<file path="src/design/wtsp_fifo.sv">
module wtsp_fifo #(
   parameter int WIDTH = 8,
   parameter int DEPTH = 4
) (
   input  logic             clock,
   input  logic             reset,
   input  logic             push,
   input  logic [WIDTH-1:0] data_in,
   input  logic             pop,
   output logic             empty,
   output logic [WIDTH-1:0] data_out
);

   localparam int PTR_W = $clog2(DEPTH);
   localparam int CNT_W = $clog2(DEPTH + 1);

   logic [WIDTH-1:0] mem_ff [DEPTH];
   logic [PTR_W-1:0] wr_ptr_ff, wr_ptr_in;
   logic [PTR_W-1:0] rd_ptr_ff, rd_ptr_in;
   logic [CNT_W-1:0] count_ff, count_in;
   logic             do_pop;

   // space is guaranteed by the caller's credit count
   assign do_pop    = pop && (count_ff != '0);
   assign wr_ptr_in = push   ? wr_ptr_ff + 1'b1 : wr_ptr_ff;
   assign rd_ptr_in = do_pop ? rd_ptr_ff + 1'b1 : rd_ptr_ff;

   always_comb begin
      count_in = count_ff;
      if (push && !do_pop) begin
         count_in = count_ff + 1'b1;
      end else if (!push && do_pop) begin
         count_in = count_ff - 1'b1;
      end
   end

   always_ff @(posedge clock) begin
      if (reset) begin
         wr_ptr_ff <= '0;
         rd_ptr_ff <= '0;
         count_ff  <= '0;
      end else begin
         wr_ptr_ff <= wr_ptr_in;
         rd_ptr_ff <= rd_ptr_in;
         count_ff  <= count_in;
      end
   end

   always_ff @(posedge clock) begin
      if (push) begin
         mem_ff[wr_ptr_ff] <= data_in;
      end
   end

   assign empty    = (count_ff == '0);
   assign data_out = mem_ff[rd_ptr_ff];

endmodule

</file>
<file path="config.mk">
export PLATFORM = sky130hd
export DESIGN_NAME = wtsp_fifo
export DESIGN_NICKNAME = d
export VERILOG_FILES = /design/src/design/wtsp_fifo.sv
export SDC_FILE = /design/constraint.sdc
export NUM_CORES = 1
export LEC_CHECK = 0
export BUFFER_PORTS_ARGS = -buffer_cell sky130_fd_sc_hd__buf_4
export CORE_UTILIZATION = 40
export CTS_CLUSTER_SIZE = 28
export DETAILED_ROUTE_END_ITERATION = 8
export REMOVE_ABC_BUFFERS = 1
export SLEW_MARGIN = 20
export SYNTH_ARGS = -nofsm -noshare
export SYNTH_HDL_FRONTEND = slang
export SYNTH_SLANG_ARGS = --single-unit
export TNS_END_PERCENT = 30
</file>
<file path="constraint.sdc">
create_clock -name clock -period 2.37 [get_ports clock]
set_input_delay 0.237 -clock clock [delete_from_list [all_inputs] [get_ports clock]]
set_output_delay 0.237 -clock clock [all_outputs]
set_load 0.02 [all_outputs]
</file>
# Word level (Yosys, flattened, before mapping)
# Memory sizes are Yosys's and may differ from the RTL's. A register that Yosys moved wholly into a read port is not among the register bits.
# Index checks and enable logic that the tools add are counted.
# totals
ff_bits	7
inputBits	12
latch_bits	0
mem_count	1
mem_bits_ro	0
ramBits	32
output_inout_bits	9
word_cells	22
# classes
muxes	6
n_addsub	4
eq_ne	0
div	0
n_lt_le_gt_ge	0
reduce_logical	8
shift	0
bitwise_logic	0
multipliers	0
# mem_list
name	words	word_bits	rd	rd_ports_with_merged_regs	write_ports	line	rtl
mem_ff	4	8	1	1	1	17	logic [WIDTH-1:0] mem_ff [DEPTH];
# ops
operator	n
$mux 3	2
$add 2x1->2 const B	2
$mux 2	2
$add 3x1->3 const B	1
$logic_and 1x1->1	3
$logic_not 3->1	1
$reduce_bool 3->1	1
$sub 3x1->3 const B	1
$logic_not 1->1	2
$mux 1	2
$reduce_bool 2->1	1

# Depth between registers and ports, before layout
# logic_depth
depth_word	5
mapped_depth	7
depth_no_buf	7

# Least setup slack after synthesis
# Ideal clock, no wire load.
# synth_path
path_type	register -> register
startpoint	reg count_ff[1]
endpoint	reg count_ff[2]
n_path_buf	0
arrival_ns	1.837
stages_incl_launch_ff	8
synth_period_minus_slack_ns	1.907
slack_ns	0.463
path_cell_list	dfxtp_1 > o31ai_4 > ha_1 > inv_1 > fa_1 > xor2_1 > or3_1 > a21oi_1
# synth_between
elab_chain_cells	5
word_cells_on_any_way	10
cone_classes	add/sub (2); mux (2); reduce/logical (6)
# synth_lines
element	line	rtl
from (decl)	20	logic [CNT_W-1:0] count_ff, count_in;
from (signal assigned)	45	count_ff <= count_in;
branches (longest 5 deep; another with $sub 3x1->3)	n/a	
# Parallel ways; which one is timed is not known. The select of a mux whose other input is x is not followed.
# A chain may end at the register's enable or synchronous reset.

# Final worst setup path
# Same ends and word-level chain as after synthesis.

==> impl_metrics.csv <==
group,metric,value,unit
outcome,status,"finished, final reports clean",
sta,setup_tns,0,ns
floorplanning,die_width,65.43,microns
clocking,h-tree-depth,2,
grt,track_usage,13.66,%
final_layout,mostFrequentLayoutCell,"edfxtp_1",
sta,tightest_slew,0.5336,ns
flow_run,drv_cap,0,
power_and_ir_drop,power.leakage,0.6677,nW
clocking,clockBufferDepth,2,
drt,drt_iter0_drc,52,
setup_path,startpoint_type,"register",
yosys,yosys_most_used_dff,"edfxtp_1",
final_layout,nFillCells,313,
sta,clock.fmax,492.7,MHz
clocking,cts_resized,0,
clocking,clk_latency,0.28,ns
final_layout,drive_gt1_share,31.82,%
place,port_buffers,20,
grt,antenna_found_initial,0,
final_layout,nets,127,
floorplanning,fp.dieH,65.43,microns
grt,grt_max_degree,13,
setup_path,crit_buf_inv,1,
grt,grt_first_pass_wirelength,3995,microns
final_layout,final_util,49.83,%
final_layout,final_cell_mix,"32 x edfxtp_1, 20 x buf_4, 9 x dfxtp_1",
clocking,cts_tree,"yes",
setup_path,crit_fanout,5,
yosys,yosys-top-cells-area,"edfxtp_1 60%, dfxtp_1 11%, mux4_2 11%",
sta,worst_slack,0.3402,ns
floorplanning,start_util,42.67,%
hold_path,hold_class,"input port to register",
floorplanning,core_area,0.003771,sq mm
sta,hold_violations,0,
setup_path,end_kind,"register",
yosys,ys_seq_elements,41,
place,gp_congestion,0.6665,
final_layout,area_growth,16.80,%
sta,setup_violations,0,
sta,rsz0062_at_grt,"no",
yosys,postSynthAreaPerCell,18.93,sq um
grt,first_global_vias,830,
clocking,cts.clk_slew.worst_paths,0.07,ns
yosys,syn-instance-count,85,
floorplanning,num_rows,22,
sta,slew_violations,0,
setup_path,slowest_stage,"dfxtp_1",
setup_path,cp_slowest_stage_delay,0.39,ns
setup_path,cp.arrival,2.25,ns
floorplanning,io_pins,21,
sta,fin_worst_skew,0.002564,ns
drt,route.detailed.drc,0,
place,pre_cts_ws,0.3479,ns
setup_path,path_class,"register to register",
drt,drtAntennaViolNets,0,
yosys,yosysSeqAreaShare,70.92,%
clocking,cts_root_buf,"clkbuf_8",
drt,routed_wirelength,2391,microns
yosys,postSynth.asyncResetShare,0,%
power_and_ir_drop,ir_worst_vdd,0.4417,mV
place,dp_cells,150,
yosys,netlist.area_leader.share,59.72,%
drt,vias_per_cell,4.848,
sta,fin_crit,2.030,ns
sta,relSlewSlack,64.38,%
clocking,cts.sinks,41,
final_layout,insertedDiodeCount,0,
drt,avgRoutedWirePerCell,15.13,microns
setup_path,path_delay_family,"adder cells",
power_and_ir_drop,power_density,978.0,mW/mm^2
sta,fin_crit_sh,85.64,%
yosys,synth_edf_count,32,
yosys,yosysTopAreaCell,"edfxtp_1",
clocking,cts_setup_buffers,0,
drt,vias,766,
final_layout,final_cells,158,
drt,dr.pass1.iters,3,
setup_path,crit_required,2.59,ns
yosys,netlist_area,0.001609,sq mm
yosys,yosys_warnings,0,
sta,hold_slack,0.1498,ns
grt,grt_overflow,0,
floorplanning,dieArea,0.004280,sq mm
yosys,synth_cell_type_count,20,
clocking,cts_made_buffers,5,
setup_path,crit_chain,"o31ai_4 > ha_1 > inv_1 > fa_1 > xor2_1 > or3_1 > a21oi_1",
clocking,cts_hold_buf,0,
place,hpwlAfterDp,1652,microns
cells in the mapped netlist, types with 2 or more instances:
cell type   n
xor2_1      4
inv_1       3
mux4_2      8
ha_1        5
dfxtp_1     9
nor2_1      7
mux2i_1     2
and2_1      4
edfxtp_1   32
layer usage:
metal	vias up	global-route usage [%]	share of wire [%]
met2	19	22.29	50
met5	-	0	0
met1	372	15.14	42
met4	0	6.522	2.1
li1	369	-	-
met3	6	6.076	5.9
final timing paths:
| kind | startpoint | endpoint | slack [ns] | depth (start not counted) |
|---|---|---|---|---|
| worst max-delay path | count_ff[1] | count_ff[2] | 0.34 | 7 |
| worst min-delay path | data_in[3] | mem_ff[2][3] | 0.15 | 1 |
| worst max register to register | count_ff[1] | count_ff[2] | 0.34 | 7 |
| worst min register to register | wr_ptr_ff[1] | wr_ptr_ff[1] | 0.55 | 2 |
registers in the layout (all words and copies together), names as in the netlist, named ones only:
name       flops
count_ff       3
mem_ff        32
wr_ptr_ff      2
rd_ptr_ff      2
power breakdown:
part | total (W) | internal, W | leakage (nW) | switching (W)
clock network | 0.000416 | 0.000205 | 0.0399 | 0.000211
registers | 0.000949 | 0.000847 | 0.368 | 0.000102
logic | 0.000472 | 0.000260 | 0.260 | 0.000213
total | 0.00184 | 0.00131 | 0.668 | 0.000526
stage by stage:
stage	area [sq um]	total power, W
after CTS	1879	0.001876
after floorplan	1589	0.001270
after global routing	1879	0.001952
after global placement	1799	0.001435
after detailed placement	1799	0.001448
final	1879	0.001838
cells by family (layout without fill, tap and decap cells):
logic type	after synthesis	count (layout)	synth area share, %
compound gates	4	4	2.955
xor+xnor	5	5	2.721
fa+ha+maj	6	6	5.132
buf+inv	6	31	1.943
flops	41	41	70.92
mux	10	10	12.44
simple gates	13	13	3.888
final cells by class:
| type | count | area, sq um | area share, % |
|---|---|---|---|
| clock buffer | 7 | 76.32 | 4.061 |
| timing repair buffer | 20 | 150.1 | 7.989 |
| tap | 48 | 60.06 | 3.196 |
| clock inverter | 1 | 3.754 | 0.1997 |
| multi-input combinational | 38 | 436.7 | 23.24 |
| sequential | 41 | 1141 | 60.72 |
| inverter | 3 | 11.26 | 0.5992 |
No activity file was read; power rests on OpenSTA's default activity.
